--- config.mk ---
export PLATFORM = sky130hd
export DESIGN_NAME = selective_ack_block_sender
export DESIGN_NICKNAME = d
export VERILOG_FILES = /design/src/rtl/core/sab_pkg.sv /design/src/rtl/core/selective_ack_block_sender.sv /design/src/rtl/core/sab_fifo.sv /design/src/rtl/core/sab_front.sv /design/src/rtl/core/sab_back.sv
export VERILOG_INCLUDE_DIRS = /design/src /design/src/rtl/core
export SDC_FILE = /design/constraint.sdc
export NUM_CORES = 1
export LEC_CHECK = 0
export BUFFER_PORTS_ARGS = -buffer_cell sky130_fd_sc_hd__clkbuf_2
export CAP_MARGIN = 25
export CORE_ASPECT_RATIO = 1.5
export CORE_MARGIN = 2
export CORE_UTILIZATION = 34
export DETAILED_ROUTE_END_ITERATION = 16
export GPL_TIMING_DRIVEN = 1
export PLACE_DENSITY = 0.52
export SLEW_MARGIN = 20
export SYNTH_ARGS = -nofsm -noshare
export SYNTH_HDL_FRONTEND = slang
export SYNTH_HIERARCHICAL = 1
export SYNTH_SLANG_ARGS = --single-unit
--- constraint.sdc ---
create_clock -name aclk -period 7.05 [get_ports aclk]
set_input_delay 0 -clock aclk [delete_from_list [all_inputs] [get_ports aclk]]
set_output_delay 0 -clock aclk [all_outputs]
set_load 0.1 [all_outputs]
--- src/rtl/core/assert_macros.svh ---
//------------------------------------------------------------------------------
// Assertion macros
// Concurrent assertion wrappers shared by the block sender modules. They
// compile to nothing when SYNTHESIS is defined.
//------------------------------------------------------------------------------
`ifndef ASSERT_MACROS_SVH
`define ASSERT_MACROS_SVH

`ifndef SYNTHESIS

// Property must hold on every clock edge outside reset.
`define SAB_ASSERT(label, clk, rstn, prop) \
    label: assert property (@(posedge clk) disable iff (!rstn) prop) \
        else $error("sab assertion failed");

// Condition must never be seen on a clock edge outside reset.
`define SAB_ASSERT_NEVER(label, clk, rstn, cond) \
    label: assert property (@(posedge clk) disable iff (!rstn) !(cond)) \
        else $error("sab forbidden condition seen");

`else

`define SAB_ASSERT(label, clk, rstn, prop)
`define SAB_ASSERT_NEVER(label, clk, rstn, cond)

`endif

`endif

--- src/rtl/core/sab_pkg.sv ---
//------------------------------------------------------------------------------
// sab_pkg
// Constants, codes and types shared by the selective-ack block sender.
//------------------------------------------------------------------------------
package sab_pkg;

    localparam int SEGMENTS_PER_BLOCK = 8;
    localparam int SEGMENT_BYTES      = 1024;
    localparam int QUEUE_DEPTH        = 2;

    localparam int IDX_W = (SEGMENTS_PER_BLOCK > 1) ? $clog2(SEGMENTS_PER_BLOCK) : 1;

    // Field widths.
    localparam int OPCODE_W  = 2;
    localparam int BLOCK_W   = 16;
    localparam int COUNT_W   = 4;
    localparam int LEN_W     = 11;
    localparam int SESSION_W = 16;
    localparam int ACKSEG_W  = 16;
    localparam int KIND_W    = 2;
    localparam int STATUS_W  = 2;
    localparam int RETRY_W   = 4;

    // Input tdata layout, lowest field first.
    localparam int S_BLOCK_LSB = 0;
    localparam int S_COUNT_LSB = S_BLOCK_LSB + BLOCK_W;
    localparam int S_LEN_LSB   = S_COUNT_LSB + COUNT_W;
    localparam int S_SESS_LSB  = S_LEN_LSB + LEN_W;
    localparam int S_ABLK_LSB  = S_SESS_LSB + SESSION_W;
    localparam int S_ASEG_LSB  = S_ABLK_LSB + BLOCK_W;
    localparam int S_USED_W    = S_ASEG_LSB + ACKSEG_W;
    localparam int S_TDATA_W   = ((S_USED_W + 7) / 8) * 8;

    // Output tdata layout, lowest field first.
    localparam int M_USED_W  = BLOCK_W + COUNT_W + LEN_W + STATUS_W;
    localparam int M_TDATA_W = ((M_USED_W + 7) / 8) * 8;

    localparam int CFG_ADDR_W = 1;
    localparam int CFG_DATA_W = 16;

    localparam logic [OPCODE_W-1:0] OP_START   = 2'd0;
    localparam logic [OPCODE_W-1:0] OP_ACK     = 2'd1;
    localparam logic [OPCODE_W-1:0] OP_TIMEOUT = 2'd2;

    localparam logic [KIND_W-1:0] KIND_SEND = 2'd0;
    localparam logic [KIND_W-1:0] KIND_DONE = 2'd1;
    localparam logic [KIND_W-1:0] KIND_FAIL = 2'd2;

    localparam logic [STATUS_W-1:0] STAT_OK         = 2'd0;
    localparam logic [STATUS_W-1:0] STAT_INVALID    = 2'd1;
    localparam logic [STATUS_W-1:0] STAT_DUPLICATE  = 2'd2;
    localparam logic [STATUS_W-1:0] STAT_RETRY_FAIL = 2'd3;

    localparam logic [CFG_ADDR_W-1:0] REG_SESSION_ID  = 1'b0;
    localparam logic [CFG_ADDR_W-1:0] REG_MAX_RETRIES = 1'b1;

    localparam logic [RETRY_W-1:0] MAX_RETRIES_RST = 4'd3;

    typedef logic [SEGMENTS_PER_BLOCK-1:0] seg_mask_t;

    // One job for the output side: a run of segment requests or a block end.
    typedef struct packed {
        logic                is_end;
        logic [BLOCK_W-1:0]  block;
        seg_mask_t           mask;
        logic [COUNT_W-1:0]  total;
        logic [LEN_W-1:0]    flen;
        logic [KIND_W-1:0]   kind;
        logic [STATUS_W-1:0] status;
    } cmd_t;

    typedef enum logic {
        BK_IDLE,
        BK_RUN
    } bk_state_t;

    // Bit i is set for every segment i+1 that belongs to a block of this size.
    function automatic seg_mask_t mask_below(logic [COUNT_W-1:0] total);
        seg_mask_t m;
        for (int i = 0; i < SEGMENTS_PER_BLOCK; i++) begin
            m[i] = (COUNT_W'(i) < total);
        end
        return m;
    endfunction

endpackage

--- src/rtl/core/selective_ack_block_sender.sv ---
//------------------------------------------------------------------------------
// selective_ack_block_sender
// Sender side of a block transfer with selective acknowledgement.
//------------------------------------------------------------------------------
// Input items arrive on the s_ stream: tuser carries the opcode (start block,
// ack received, timeout tick) and tdata the block, segment and ack fields.
// Result items leave on the m_ stream: tuser carries the kind (send segment,
// block finished, block failed), tdata the block number, segment number,
// byte count and status, and tlast marks the final result of one input item.
// Session number and retry limit are set through the cfg_ port. The user must
// write them only while no item is in flight; the block does not enforce it.
// An input item is decoded in the cycle it is accepted and its job enters a
// short queue. When the output register can load, the output sequencer takes
// a job from the queue. A block-end job is loaded into the output register;
// a send job is first latched as a run, and its segment requests then follow
// in ascending order, one result per cycle while the receiver takes them.
// No new job is taken until the run is through. Items that cause no result
// are taken at one per cycle while the queue has room.
// A stalled receiver holds the output register; the queue then fills and
// s_tready drops. Reset is synchronous: it empties the queue, drops any open
// block and restores session 0 and retry limit 3.
//------------------------------------------------------------------------------
module selective_ack_block_sender #(
    parameter int QUEUE_DEPTH = sab_pkg::QUEUE_DEPTH
) (
    input  logic                              aclk,
    input  logic                              aresetn,
    input  logic                              cfg_wr_en,
    input  logic [sab_pkg::CFG_ADDR_W-1:0]    cfg_addr,
    input  logic [sab_pkg::CFG_DATA_W-1:0]    cfg_wdata,
    input  logic                              s_tvalid,
    output logic                              s_tready,
    // start block number, segment_count, last_length, ack_session,
    // ack_block, ack_segment, then zero fill
    input  logic [sab_pkg::S_TDATA_W-1:0]     s_tdata,
    // opcode
    input  logic [sab_pkg::OPCODE_W-1:0]      s_tuser,
    output logic                              m_tvalid,
    input  logic                              m_tready,
    // out_block, segment number, segment_bytes, status, then zero fill
    output logic [sab_pkg::M_TDATA_W-1:0]     m_tdata,
    // kind
    output logic [sab_pkg::KIND_W-1:0]        m_tuser,
    // last_of_run
    output logic                              m_tlast
);
    import sab_pkg::*;

    logic  q_push;
    logic  q_ready;
    cmd_t  q_push_cmd;
    logic  q_pop;
    logic  q_valid;
    cmd_t  q_head;

    sab_front u_front (
        .aclk      (aclk),
        .aresetn   (aresetn),
        .cfg_wr_en (cfg_wr_en),
        .cfg_addr  (cfg_addr),
        .cfg_wdata (cfg_wdata),
        .s_tvalid  (s_tvalid),
        .s_tready  (s_tready),
        .s_tdata   (s_tdata),
        .s_tuser   (s_tuser),
        .q_ready   (q_ready),
        .q_push    (q_push),
        .q_cmd     (q_push_cmd)
    );

    sab_fifo #(
        .DEPTH (QUEUE_DEPTH)
    ) u_queue (
        .aclk       (aclk),
        .aresetn    (aresetn),
        .push       (q_push),
        .push_cmd   (q_push_cmd),
        .push_ready (q_ready),
        .pop        (q_pop),
        .head_cmd   (q_head),
        .head_valid (q_valid)
    );

    sab_back u_back (
        .aclk     (aclk),
        .aresetn  (aresetn),
        .q_valid  (q_valid),
        .q_head   (q_head),
        .q_pop    (q_pop),
        .m_tvalid (m_tvalid),
        .m_tready (m_tready),
        .m_tdata  (m_tdata),
        .m_tuser  (m_tuser),
        .m_tlast  (m_tlast)
    );

endmodule

--- src/rtl/core/sab_fifo.sv ---
//------------------------------------------------------------------------------
// sab_fifo
// Short command queue between the item decoder and the result sequencer.
//------------------------------------------------------------------------------
module sab_fifo #(
    parameter int DEPTH = sab_pkg::QUEUE_DEPTH
) (
    input  logic          aclk,
    input  logic          aresetn,
    input  logic          push,
    input  sab_pkg::cmd_t push_cmd,
    output logic          push_ready,
    input  logic          pop,
    output sab_pkg::cmd_t head_cmd,
    output logic          head_valid
);
    import sab_pkg::*;

    localparam int PTR_W = (DEPTH > 1) ? $clog2(DEPTH) : 1;
    localparam int CNT_W = $clog2(DEPTH + 1);

    cmd_t             mem_reg [DEPTH];
    logic [PTR_W-1:0] wr_ptr_reg;
    logic [PTR_W-1:0] wr_ptr_next;
    logic [PTR_W-1:0] rd_ptr_reg;
    logic [PTR_W-1:0] rd_ptr_next;
    logic [CNT_W-1:0] count_reg;
    logic             do_push;
    logic             do_pop;

    assign push_ready = (count_reg != CNT_W'(DEPTH));
    assign head_valid = (count_reg != '0);
    assign head_cmd   = mem_reg[rd_ptr_reg];
    assign do_push    = push && push_ready;
    assign do_pop     = pop && head_valid;

    assign wr_ptr_next = (wr_ptr_reg == PTR_W'(DEPTH - 1)) ? '0 : wr_ptr_reg + 1'b1;
    assign rd_ptr_next = (rd_ptr_reg == PTR_W'(DEPTH - 1)) ? '0 : rd_ptr_reg + 1'b1;

    always_ff @(posedge aclk) begin
        if (do_push) begin
            mem_reg[wr_ptr_reg] <= push_cmd;
        end
    end

    always_ff @(posedge aclk) begin
        if (!aresetn) begin
            wr_ptr_reg <= '0;
            rd_ptr_reg <= '0;
            count_reg  <= '0;
        end else begin
            if (do_push) begin
                wr_ptr_reg <= wr_ptr_next;
            end
            if (do_pop) begin
                rd_ptr_reg <= rd_ptr_next;
            end
            if (do_push && !do_pop) begin
                count_reg <= count_reg + 1'b1;
            end else if (do_pop && !do_push) begin
                count_reg <= count_reg - 1'b1;
            end
        end
    end

endmodule

--- src/rtl/core/sab_front.sv ---
//------------------------------------------------------------------------------
// sab_front
// Accepts input items, keeps the block state and the configuration registers,
// and queues one command for every item that causes results.
//------------------------------------------------------------------------------
`include "assert_macros.svh"

module sab_front (
    input  logic                              aclk,
    input  logic                              aresetn,
    input  logic                              cfg_wr_en,
    input  logic [sab_pkg::CFG_ADDR_W-1:0]    cfg_addr,
    input  logic [sab_pkg::CFG_DATA_W-1:0]    cfg_wdata,
    input  logic                              s_tvalid,
    output logic                              s_tready,
    input  logic [sab_pkg::S_TDATA_W-1:0]     s_tdata,
    input  logic [sab_pkg::OPCODE_W-1:0]      s_tuser,
    input  logic                              q_ready,
    output logic                              q_push,
    output sab_pkg::cmd_t                     q_cmd
);
    import sab_pkg::*;

    logic [SESSION_W-1:0] session_reg;
    logic [RETRY_W-1:0]   max_retries_reg;

    logic                 busy_reg;
    logic                 busy_next;
    seg_mask_t            ack_bits_reg;
    seg_mask_t            ack_bits_next;
    logic [COUNT_W-1:0]   seg_total_reg;
    logic [COUNT_W-1:0]   seg_total_next;
    logic [COUNT_W-1:0]   acked_count_reg;
    logic [COUNT_W-1:0]   acked_count_next;
    logic [RETRY_W-1:0]   retry_count_reg;
    logic [RETRY_W-1:0]   retry_count_next;
    logic [BLOCK_W-1:0]   block_reg;
    logic [BLOCK_W-1:0]   block_next;
    logic [LEN_W-1:0]     final_len_reg;
    logic [LEN_W-1:0]     final_len_next;

    logic                 in_fire;
    logic [BLOCK_W-1:0]   in_block;
    logic [COUNT_W-1:0]   in_count;
    logic [LEN_W-1:0]     in_len;
    logic [SESSION_W-1:0] in_ack_sess;
    logic [BLOCK_W-1:0]   in_ack_blk;
    logic [ACKSEG_W-1:0]  in_ack_seg;

    logic [COUNT_W-1:0]   count_sat;
    logic [LEN_W-1:0]     len_sat;
    logic                 ack_range_ok;
    logic [IDX_W-1:0]     ack_idx;
    seg_mask_t            ack_onehot;
    logic [COUNT_W-1:0]   acked_inc;

    assign s_tready = q_ready;
    assign in_fire  = s_tvalid && s_tready;

    assign in_block    = s_tdata[S_BLOCK_LSB +: BLOCK_W];
    assign in_count    = s_tdata[S_COUNT_LSB +: COUNT_W];
    assign in_len      = s_tdata[S_LEN_LSB +: LEN_W];
    assign in_ack_sess = s_tdata[S_SESS_LSB +: SESSION_W];
    assign in_ack_blk  = s_tdata[S_ABLK_LSB +: BLOCK_W];
    assign in_ack_seg  = s_tdata[S_ASEG_LSB +: ACKSEG_W];

    always_comb begin
        if (in_count == '0) begin
            count_sat = COUNT_W'(1);
        end else if (in_count > COUNT_W'(SEGMENTS_PER_BLOCK)) begin
            count_sat = COUNT_W'(SEGMENTS_PER_BLOCK);
        end else begin
            count_sat = in_count;
        end
    end

    assign len_sat = (in_len > LEN_W'(SEGMENT_BYTES)) ? LEN_W'(SEGMENT_BYTES) : in_len;

    // Segments are numbered from one; bit zero of the mask is segment one.
    assign ack_range_ok = (in_ack_seg != '0) && (in_ack_seg <= ACKSEG_W'(seg_total_reg));
    assign ack_idx      = IDX_W'(in_ack_seg - 1'b1);
    assign ack_onehot   = seg_mask_t'(1) << ack_idx;
    assign acked_inc    = acked_count_reg + 1'b1;

    always_comb begin
        busy_next        = busy_reg;
        ack_bits_next    = ack_bits_reg;
        seg_total_next   = seg_total_reg;
        acked_count_next = acked_count_reg;
        retry_count_next = retry_count_reg;
        block_next       = block_reg;
        final_len_next   = final_len_reg;
        q_push           = 1'b0;
        q_cmd.is_end     = 1'b0;
        q_cmd.block      = block_reg;
        q_cmd.mask       = mask_below(seg_total_reg) & ~ack_bits_reg;
        q_cmd.total      = seg_total_reg;
        q_cmd.flen       = final_len_reg;
        q_cmd.kind       = KIND_SEND;
        q_cmd.status     = STAT_OK;

        if (in_fire) begin
            case (s_tuser)
                OP_START: begin
                    busy_next        = 1'b1;
                    ack_bits_next    = '0;
                    seg_total_next   = count_sat;
                    acked_count_next = '0;
                    retry_count_next = '0;
                    block_next       = in_block;
                    final_len_next   = len_sat;
                    q_push           = 1'b1;
                    q_cmd.block      = in_block;
                    q_cmd.mask       = mask_below(count_sat);
                    q_cmd.total      = count_sat;
                    q_cmd.flen       = len_sat;
                end
                OP_ACK: begin
                    if (busy_reg) begin
                        q_cmd.is_end = 1'b1;
                        q_cmd.kind   = KIND_FAIL;
                        if (in_ack_sess != session_reg || in_ack_blk != block_reg
                                || !ack_range_ok) begin
                            busy_next    = 1'b0;
                            q_push       = 1'b1;
                            q_cmd.status = STAT_INVALID;
                        end else if ((ack_bits_reg & ack_onehot) != '0) begin
                            busy_next    = 1'b0;
                            q_push       = 1'b1;
                            q_cmd.status = STAT_DUPLICATE;
                        end else begin
                            ack_bits_next    = ack_bits_reg | ack_onehot;
                            acked_count_next = acked_inc;
                            if (acked_inc >= seg_total_reg) begin
                                busy_next  = 1'b0;
                                q_push     = 1'b1;
                                q_cmd.kind = KIND_DONE;
                            end
                        end
                    end
                end
                OP_TIMEOUT: begin
                    if (busy_reg) begin
                        q_push = 1'b1;
                        if (retry_count_reg >= max_retries_reg) begin
                            busy_next    = 1'b0;
                            q_cmd.is_end = 1'b1;
                            q_cmd.kind   = KIND_FAIL;
                            q_cmd.status = STAT_RETRY_FAIL;
                        end else begin
                            retry_count_next = retry_count_reg + 1'b1;
                        end
                    end
                end
                default: begin
                end
            endcase
        end
    end

    always_ff @(posedge aclk) begin
        if (!aresetn) begin
            session_reg     <= '0;
            max_retries_reg <= MAX_RETRIES_RST;
        end else if (cfg_wr_en) begin
            unique case (cfg_addr)
                REG_SESSION_ID:  session_reg     <= cfg_wdata[SESSION_W-1:0];
                REG_MAX_RETRIES: max_retries_reg <= cfg_wdata[RETRY_W-1:0];
                default: begin
                end
            endcase
        end
    end

    always_ff @(posedge aclk) begin
        if (!aresetn) begin
            busy_reg        <= 1'b0;
            ack_bits_reg    <= '0;
            seg_total_reg   <= '0;
            acked_count_reg <= '0;
            retry_count_reg <= '0;
            block_reg       <= '0;
            final_len_reg   <= '0;
        end else begin
            busy_reg        <= busy_next;
            ack_bits_reg    <= ack_bits_next;
            seg_total_reg   <= seg_total_next;
            acked_count_reg <= acked_count_next;
            retry_count_reg <= retry_count_next;
            block_reg       <= block_next;
            final_len_reg   <= final_len_next;
        end
    end

    `SAB_ASSERT(a_busy_total_range, aclk, aresetn,
        busy_reg |-> (seg_total_reg != '0 && seg_total_reg <= COUNT_W'(SEGMENTS_PER_BLOCK)))
    `SAB_ASSERT(a_busy_not_complete, aclk, aresetn,
        busy_reg |-> (acked_count_reg < seg_total_reg))
    `SAB_ASSERT_NEVER(a_empty_send_run, aclk, aresetn,
        q_push && !q_cmd.is_end && q_cmd.mask == '0)

endmodule

--- src/rtl/core/sab_back.sv ---
//------------------------------------------------------------------------------
// sab_back
// Takes commands from the queue and emits their results one per cycle into
// the output register while that register can load.
//------------------------------------------------------------------------------
`include "assert_macros.svh"

module sab_back (
    input  logic                            aclk,
    input  logic                            aresetn,
    input  logic                            q_valid,
    input  sab_pkg::cmd_t                   q_head,
    output logic                            q_pop,
    output logic                            m_tvalid,
    input  logic                            m_tready,
    output logic [sab_pkg::M_TDATA_W-1:0]   m_tdata,
    output logic [sab_pkg::KIND_W-1:0]      m_tuser,
    output logic                            m_tlast
);
    import sab_pkg::*;

    bk_state_t            state_reg;
    bk_state_t            state_next;
    seg_mask_t            remain_reg;
    seg_mask_t            remain_next;
    logic [BLOCK_W-1:0]   blk_reg;
    logic [COUNT_W-1:0]   total_reg;
    logic [LEN_W-1:0]     flen_reg;

    logic                 out_valid_reg;
    logic                 out_valid_next;
    logic [BLOCK_W-1:0]   out_block_reg;
    logic [COUNT_W-1:0]   out_seg_reg;
    logic [LEN_W-1:0]     out_bytes_reg;
    logic [STATUS_W-1:0]  out_status_reg;
    logic [KIND_W-1:0]    out_kind_reg;
    logic                 out_last_reg;

    logic                 out_load;
    logic                 latch_run;
    logic                 emit_end;
    logic                 emit_seg;
    logic [IDX_W-1:0]     first_idx;
    seg_mask_t            first_onehot;
    logic [COUNT_W-1:0]   seg_num;
    logic [LEN_W-1:0]     seg_bytes;
    logic                 seg_last;

    // The output register may take a new result when it is empty or draining.
    assign out_load = !out_valid_reg || m_tready;

    // Lowest segment still owed in the current run.
    always_comb begin
        first_idx = '0;
        for (int i = SEGMENTS_PER_BLOCK - 1; i >= 0; i--) begin
            if (remain_reg[i]) begin
                first_idx = IDX_W'(i);
            end
        end
    end

    assign first_onehot = seg_mask_t'(1) << first_idx;
    assign remain_next  = remain_reg & ~first_onehot;
    assign seg_num      = COUNT_W'(first_idx) + 1'b1;
    assign seg_bytes    = (seg_num == total_reg) ? flen_reg : LEN_W'(SEGMENT_BYTES);
    assign seg_last     = (remain_next == '0);

    always_comb begin
        state_next = state_reg;
        unique case (state_reg)
            BK_IDLE: begin
                if (q_valid && out_load && !q_head.is_end) begin
                    state_next = BK_RUN;
                end
            end
            BK_RUN: begin
                if (out_load && seg_last) begin
                    state_next = BK_IDLE;
                end
            end
            default: state_next = BK_IDLE;
        endcase
    end

    always_comb begin
        q_pop     = 1'b0;
        latch_run = 1'b0;
        emit_end  = 1'b0;
        emit_seg  = 1'b0;
        unique case (state_reg)
            BK_IDLE: begin
                if (q_valid && out_load) begin
                    q_pop     = 1'b1;
                    emit_end  = q_head.is_end;
                    latch_run = !q_head.is_end;
                end
            end
            BK_RUN: begin
                emit_seg = out_load;
            end
            default: begin
            end
        endcase
    end

    always_comb begin
        if (emit_end || emit_seg) begin
            out_valid_next = 1'b1;
        end else if (m_tready) begin
            out_valid_next = 1'b0;
        end else begin
            out_valid_next = out_valid_reg;
        end
    end

    always_ff @(posedge aclk) begin
        if (!aresetn) begin
            state_reg     <= BK_IDLE;
            out_valid_reg <= 1'b0;
        end else begin
            state_reg     <= state_next;
            out_valid_reg <= out_valid_next;
        end
    end

    always_ff @(posedge aclk) begin
        if (latch_run) begin
            remain_reg <= q_head.mask;
            blk_reg    <= q_head.block;
            total_reg  <= q_head.total;
            flen_reg   <= q_head.flen;
        end else if (emit_seg) begin
            remain_reg <= remain_next;
        end

        if (emit_end) begin
            out_block_reg  <= q_head.block;
            out_seg_reg    <= '0;
            out_bytes_reg  <= '0;
            out_status_reg <= q_head.status;
            out_kind_reg   <= q_head.kind;
            out_last_reg   <= 1'b1;
        end else if (emit_seg) begin
            out_block_reg  <= blk_reg;
            out_seg_reg    <= seg_num;
            out_bytes_reg  <= seg_bytes;
            out_status_reg <= STAT_OK;
            out_kind_reg   <= KIND_SEND;
            out_last_reg   <= seg_last;
        end
    end

    assign m_tvalid = out_valid_reg;
    assign m_tdata  = {(M_TDATA_W - M_USED_W)'(0), out_status_reg, out_bytes_reg,
                       out_seg_reg, out_block_reg};
    assign m_tuser  = out_kind_reg;
    assign m_tlast  = out_last_reg;

    `SAB_ASSERT(a_run_has_work, aclk, aresetn,
        (state_reg == BK_RUN) |-> (remain_reg != '0))
    `SAB_ASSERT(a_end_emits_last, aclk, aresetn,
        emit_end |=> (out_valid_reg && out_last_reg && out_kind_reg != KIND_SEND))
    `SAB_ASSERT(a_nonsend_is_last, aclk, aresetn,
        (out_valid_reg && out_kind_reg != KIND_SEND) |-> (out_last_reg && out_seg_reg == '0))

endmodule

==> flow_summary.toml, run 1 <==
[run_status]
outcome = "complete, no violations"

[worst_setup_path]
slowest_delay_ns = 0.88
crit_fanout = 7
arrival_ns = 3.93
required_ns = 7.54
worst_path_most_repeated_cell = "nor4_1"
crit_chain = "xor2_1 > nor4_1 > nand4_1 > nor4_1 > nand3_1 > o41ai_1 > dlygate4sd3_1"
r2r_start = "u_front/block_reg[3]"
cp-startpoint = "u_front/block_reg[3]"
path_class = "reg -> reg"
slowest_stage = "nor4_1"
critPathLaunchType = "register"
r2r_slack_ns = 3.61
critPathCaptureType = "register"

[run]
cap_violations = 0

[layout]
fin_util = 0.433
drive_above_1_share = 0.244
largest_register_ffs = 88
multi_input_area_um2 = 3980
seq_area_um2 = 6240
nFillCells = 2901
fin_nets = 1221
syn_to_final_growth_pct = 24.9
stdcell_count = 1515
diodes = 0

[drt]
totalWireLength_um = 24200
routedWlPerCell_um = 16.0
drt_iter0_drc = 263
vias = 7141
viasPerCell = 4.71
ant_nets = 0
drt_drc_violations_left = 0
first_pass_iters = 4

[yosys]
synth_compound_area_frac = 0.0826
synth_top_area_cell = "edfxtp_1"
syn_inst = 901
synth_xor_area_frac = 0.0333
yosysWarnings = 6
synth.most_common_cell = "nand2_1"
synthSimpleGateAreaFrac = 0.166
ys_seq_area_frac = 0.593
synth_area_leaders = "edfxtp_1 42%, dfxtp_1 17%, mux2_2 6.5%"
synth_edf_count = 147
netlist.area_leader.share = 0.420
synth_top_family_by_area = "simple AND/OR/NAND/NOR gates"
yosysUniqueCellTypes = 70
yosys.area_share.adder = 0.0261
synth_ff_type = "edfxtp_1"
syn_area_um2 = 10500
synth-async-reset-ratio = 0
avgSynthCellArea_um2 = 11.7
synthTopCellsByCount = "149 x nand2_1, 147 x edfxtp_1, 91 x dfxtp_1"
yosys-mux-area-fraction = 0.0682
synth_seq_cells = 238

[sta]
worst_pin_slew_ns = 0.994
period_share = 0.488
skew_ns = 0.0191
whs_ns = 0.0180
hold_viol = 0
fmax_mhz = 291
setup_viol = 0
setup_tns_ns = 0
relSlewSlack = 0.331
rsz0062_at_grt = "no"
drv_slew = 0
min_period_ns = 3.44

[clocking]
htree_levels = 1
clock_tree.buffer_depth = 3
clock_latency_ns = 0.55
clockRootBuffer = "clkbuf_16"
tritoncts = "done"
postCtsSetupRepairBufs = 0
cts_buffers = 25
clk_pin_slew_ns = 0.07
clkSinkCount = 238

[power_and_ir_drop]
power.density_cell_area_nw_per_um2 = 295
p_leak_nw = 5.04
ir_drop_v = 0.000161

[floorplanning]
rows = 78
die_area_um2 = 32400
start_util = 0.346
core_um2 = 30400
die_w_um = 148
io-pin-count = 149
die_y_um = 219

[min_path]
worstHoldStart = "s_tuser[0]"
min_path_type = "in -> reg"

[global_routing]
antenna_found_initial = 0
grt_pass1_vias = 7319
grtUsageTotal = 0.150
globalRouteOverflowTotal = 0
grt_max_degree = 70
grt_pass1_wl_um = 38600

[placement]
globalplace.congestion = 0.790
numPortBuffers = 140
dp_hpwl_um = 16700
dp.cells = 1404
[metrics by stage]
stage	setup WS [ns]	instance area, um^2	total power [mW]
2_1_floorplan	3.78	10500	2.23
3_3_place_gp	3.80	11500	2.39
3_5_place_dp	3.78	11500	2.39
4_1_cts	3.52	13100	3.93
5_1_grt	3.45	13100	4.02
6_report	3.61	13100	3.87
[timing repair]
item | in CTS | in global routing
hold buffers | 64 | 0
gates resized for setup | 0 | 0
hold endpoints to repair | 126 | 0
endpoints found under the setup margin | 0 | 0
[report_power, final]
part / leakage, nW / switching (mW) / internal (mW) / total, mW
combinational: 2.49 / 0.545 / 0.191 / 0.736
clock: 0.457 / 0.553 / 0.935 / 1.49
sequential: 2.09 / 0.0493 / 1.60 / 1.65
total: 5.04 / 1.15 / 2.72 / 3.87
[layout make-up]
type | instances | area share
Sequential cell | 238 | 0.475
Clock inverter | 15 | 0.0206
Multi-Input combinational cell | 602 | 0.303
Clock buffer | 31 | 0.0509
Inverter | 18 | 0.00515
Tap cell | 400 | 0.0381
Timing Repair Buffer | 211 | 0.107
[critical path, delay by kind of cell (launching register included)]
family                    cells  cell delay (ns)
buffers and inverters         1             0.59
AOI/OAI and AO/OA             1             0.44
DFF                           1             0.32
and+or+nand+nor               4             1.83
xor gates and xnor gates      1             0.21
[cells by family after synthesis]
group	Yosys count
XOR/XNOR	40
buffers and inverters	67
AO/OA/AOI/OAI	137
other	1
flip-flops	238
multiplexers	64
AND/OR/NAND/NOR	332
adder cells (fa/ha/maj)	22
[placed cells by master, fill, tap and decap left out, types with 3 or more instances in the layout]
cell	instances
a21boi_0	20
a21o_1	6
a21oi_1	19
a22o_1	3
a31oi_1	4
and2_1	36
and3_1	6
and3_2	3
buf_4	6
bufinv_16	7
clkbuf_1	4
clkbuf_16	25
clkbuf_2	140
clkinv_2	4
conb_1	7
dfxtp_1	90
dlygate4sd3_1	64
edfxtp_1	147
ha_1	21
inv_1	18
mux2_2	61
mux2i_1	3
nand2_1	149
nand2b_1	12
nand3_1	25
nand3b_1	7
nand4_1	16
nor2_1	14
nor2b_1	3
nor3_1	9
nor4_1	22
o21a_1	3
o21ai_0	51
o31ai_1	7
o41ai_1	4
or3_1	5
xnor2_1	10
xor2_1	30
[per-layer routing]
| layer | vias to the layer above | track usage | part of all wire |
|---|---|---|---|
| met3 | 39 | 0.0262 | 0.047 |
| met5 | - | 0 | 0 |
| met4 | 0 | 0.0526 | 0.025 |
| met1 | 3301 | 0.172 | 0.41 |
| li1 | 3632 | - | - |
| met2 | 169 | 0.279 | 0.52 |
[final timing paths]
check	depth (start not counted)	endpoint
worst max-delay path	7	u_front/ack_bits_reg[2]
worst min-delay path	4	u_front/busy_reg
worst max register to register	7	u_front/ack_bits_reg[2]
worst min register to register	2	u_back/out_bytes_reg[3]
No activity file was read; power rests on OpenSTA's default activity.
==> run 2: changes to the inputs <==
--- a/config.mk
+++ b/config.mk
@@ -6,6 +6,7 @@
 export SDC_FILE = /design/constraint.sdc
 export NUM_CORES = 1
 export LEC_CHECK = 0
+export ABC_AREA = 1
 export BUFFER_PORTS_ARGS = -buffer_cell sky130_fd_sc_hd__clkbuf_2
 export CAP_MARGIN = 25
 export CORE_ASPECT_RATIO = 1.5
==> constraint.sdc (replaced) <==
create_clock -name aclk -period 3.5 [get_ports aclk]
set_input_delay 0 -clock aclk [delete_from_list [all_inputs] [get_ports aclk]]
set_output_delay 0 -clock aclk [all_outputs]
set_load 0.1 [all_outputs]
==> run 2 against run 1 <==
  * Clock skew down 0.0096 ns
  * Register-to-register slack worse by 3.1 ns
  * Setup slack worse by 3.1 ns
  * Critical path type unchanged
  * Critical endpoint is now u_queue/count_reg[1]
==> flow_summary.toml, run 2 <==
[drt]
routedWlPerCell_um = 13.9
first_pass_iters = 5
drt_iter0_drc = 319
viasPerCell = 4.50
drt_drc_violations_left = 0
ant_nets = 0
vias = 8025
totalWireLength_um = 24800

[layout]
drive_above_1_share = 0.221
fin_nets = 1475
final_common_cell = "nand2_1"
final_cell_mix = "228 x nand2_1, 165 x inv_1, 147 x edfxtp_1"
nFillCells = 3112
multi_input_area_um2 = 4130
seq_area_um2 = 6240
largest_register_ffs = 88
syn_to_final_growth_pct = 23.4
fin_util = 0.426

[clocking]
clockRootBuffer = "clkbuf_16"
clk_pin_slew_ns = 0.06
tritoncts = "done"
postCtsSetupRepairBufs = 0
clock_latency_ns = 0.52
cts_buffers = 24
clkSinkCount = 238
htree_levels = 1
clock_tree.buffer_depth = 3

[sta]
hold_viol = 0
skew_ns = 0.00951
fmax_mhz = 337
period_share = 0.847
worst_pin_slew_ns = 0.780
setup_tns_ns = 0
rsz0062_at_grt = "no"
drv_slew = 0
setup_viol = 0
relSlewSlack = 0.480
min_period_ns = 2.96

[power_and_ir_drop]
power_frac_comb = 0.228
clockPowerShare = 0.331
p_seq_frac = 0.441
p_int_mw = 5.18
switching_power_mw = 2.39
p_leak_nw = 5.93
swShare = 0.316
power.density_cell_area_nw_per_um2 = 547
ir_drop_v = 0.000279

[floorplanning]
start_util = 0.345
die_y_um = 227
rows = 81
die_area_um2 = 34500
io-pin-count = 149
die_w_um = 152
core_um2 = 32500

[worst_setup_path]
slowest_delay_ns = 0.41
arrival_ns = 3.41
cp_num_buf_inv = 3
crit_fanout = 5
crit_chain = "ha_1 > ha_1 > a21boi_0 > o21ai_0 > nand2_1 > a21oi_1 > a31o_2 > a21boi_0 > nand2_1 > inv_1 > ha_1 > inv_1 > nand3_1 > nand2_1 > inv_1 > nor2_1"
worst_path_dominant_cell_family = "adder cells"
required_ns = 3.95
slowest_stage = "dfxtp_1"
r2r_slack_ns = 0.54
critPathCaptureType = "register"
critPathLaunchType = "register"
path_class = "reg -> reg"

[global_routing]
grt_pass1_wl_um = 39800
antenna_found_initial = 2
grt_busiest_layer = "met2"
grt_use_met3 = 0.0206
grt_use_met1 = 0.164
grt_pass1_vias = 7989
grt_max_degree = 44
globalRouteOverflowTotal = 0
grtUsageTotal = 0.142
grt.met2_usage = 0.266

[yosys]
synth-async-reset-ratio = 0
yosys-mux-area-fraction = 0.0736
yosys.area_share.adder = 0.0234
ys_seq_area_frac = 0.556
synthTopCellsByCount = "228 x nand2_1, 165 x inv_1, 147 x edfxtp_1"
yosysWarnings = 6
syn_area_um2 = 11200
synth_area_leaders = "edfxtp_1 39%, dfxtp_1 16%, nand2_1 7.6%"
synth_ff_type = "edfxtp_1"
synth_seq_cells = 238
syn_inst = 1128
yosysUniqueCellTypes = 48
synth_top_family_by_area = "simple AND/OR/NAND/NOR gates"
netlist.area_leader.share = 0.393
synth_top_area_cell = "edfxtp_1"
synth_xor_area_frac = 0.0140
avgSynthCellArea_um2 = 9.95
synth.most_common_cell = "nand2_1"
synthSimpleGateAreaFrac = 0.179
synth_compound_area_frac = 0.0727
synth_edf_count = 147

[placement]
dp_hpwl_um = 17900
numPortBuffers = 140
globalplace.congestion = 0.846

[min_path]
min_path_type = "in -> reg"

[run]
cap_violations = 0

[run_status]
outcome = "complete, no violations"
-- run 2: power groups by stage --
stage / Combinational (mW) / Clock [mW] / Sequential (mW)
6_report: 1.73 / 2.51 / 3.34
5_1_grt: 1.86 / 2.71 / 3.36
4_1_cts: 1.75 / 2.60 / 3.34
3_5_place_dp: 1.68 / 0 / 3.40
3_3_place_gp: 1.67 / 0 / 3.40
2_1_floorplan: 0.760 / 0 / 3.98
-- run 2: logic make-up (layout without fill, tap and decap cells) --
group	count (synthesis)	after routing
AOI/OAI and AO/OA	143	143
xor gates and xnor gates	18	18
other	1	9
DFF	238	238
buffers and inverters	206	440
and+or+nand+nor	441	441
adders and majority gates	21	21
muxes	60	60
-- run 2: worst reg2reg max path: stages, from the launching register on --
cell	delay [ns]
dfxtp_1	0.41
ha_1	0.28
ha_1	0.27
a21boi_0	0.13
o21ai_0	0.15
nand2_1	0.07
a21oi_1	0.30
a31o_2	0.21
a21boi_0	0.09
nand2_1	0.23
inv_1	0.11
ha_1	0.33
inv_1	0.08
nand3_1	0.08
nand2_1	0.06
inv_1	0.03
nor2_1	0.08
-- run 2: worst paths after layout --
| check | cells past startpoint | start | to |
|---|---|---|---|
| min reg2reg | 2 | u_back/out_bytes_reg[5] | u_back/out_bytes_reg[5] |
| max reg2reg | 16 | u_front/acked_count_reg[0] | u_queue/count_reg[1] |
| max | 16 | u_front/acked_count_reg[0] | u_queue/count_reg[1] |
| min | 3 | aresetn | u_back/state_reg |
-- run 2: metal layers --
| layer | routed length (um) | vias up |
|---|---|---|
| li1 | - | 4158 |
| met1 | 10500 | 3679 |
| met2 | 12700 | 150 |
| met3 | 941 | 38 |
| met4 | 654 | 0 |
| met5 | 0 | - |
-- run 2: per-stage QoR --
| stage | setup slack (ns) | cell area [um^2] | std cells | hold slack [ns] | power, mW |
|---|---|---|---|---|---|
| 3_3_place_gp | 0.622 | 12300 | 1662 | 0.224 | 5.07 |
| 2_1_floorplan | -0.541 | 11200 | 1134 | 0.109 | 4.74 |
| 4_1_cts | 0.558 | 13800 | 1783 | 0.0994 | 7.69 |
| 5_1_grt | 0.335 | 13900 | 1785 | 0.158 | 7.93 |
| 3_5_place_dp | 0.564 | 12300 | 1662 | 0.231 | 5.08 |
| 6_report | 0.536 | 13900 | 1785 | 0.126 | 7.57 |
-- run 2: layout make-up --
type,instances,area share
diodes,2,0.000361
clock buffers,34,0.0505
clock inverters,10,0.00578
inverters,169,0.0458
multi-input cells,690,0.298
flip-flops and latches,238,0.450
well taps,415,0.0375
repair buffers,227,0.112
-- run 2: what timing repair did --
item | in CTS | in global routing
hold buffers | 77 | 0
endpoints found under the hold margin | 128 | 0
resized for setup | 0 | 0
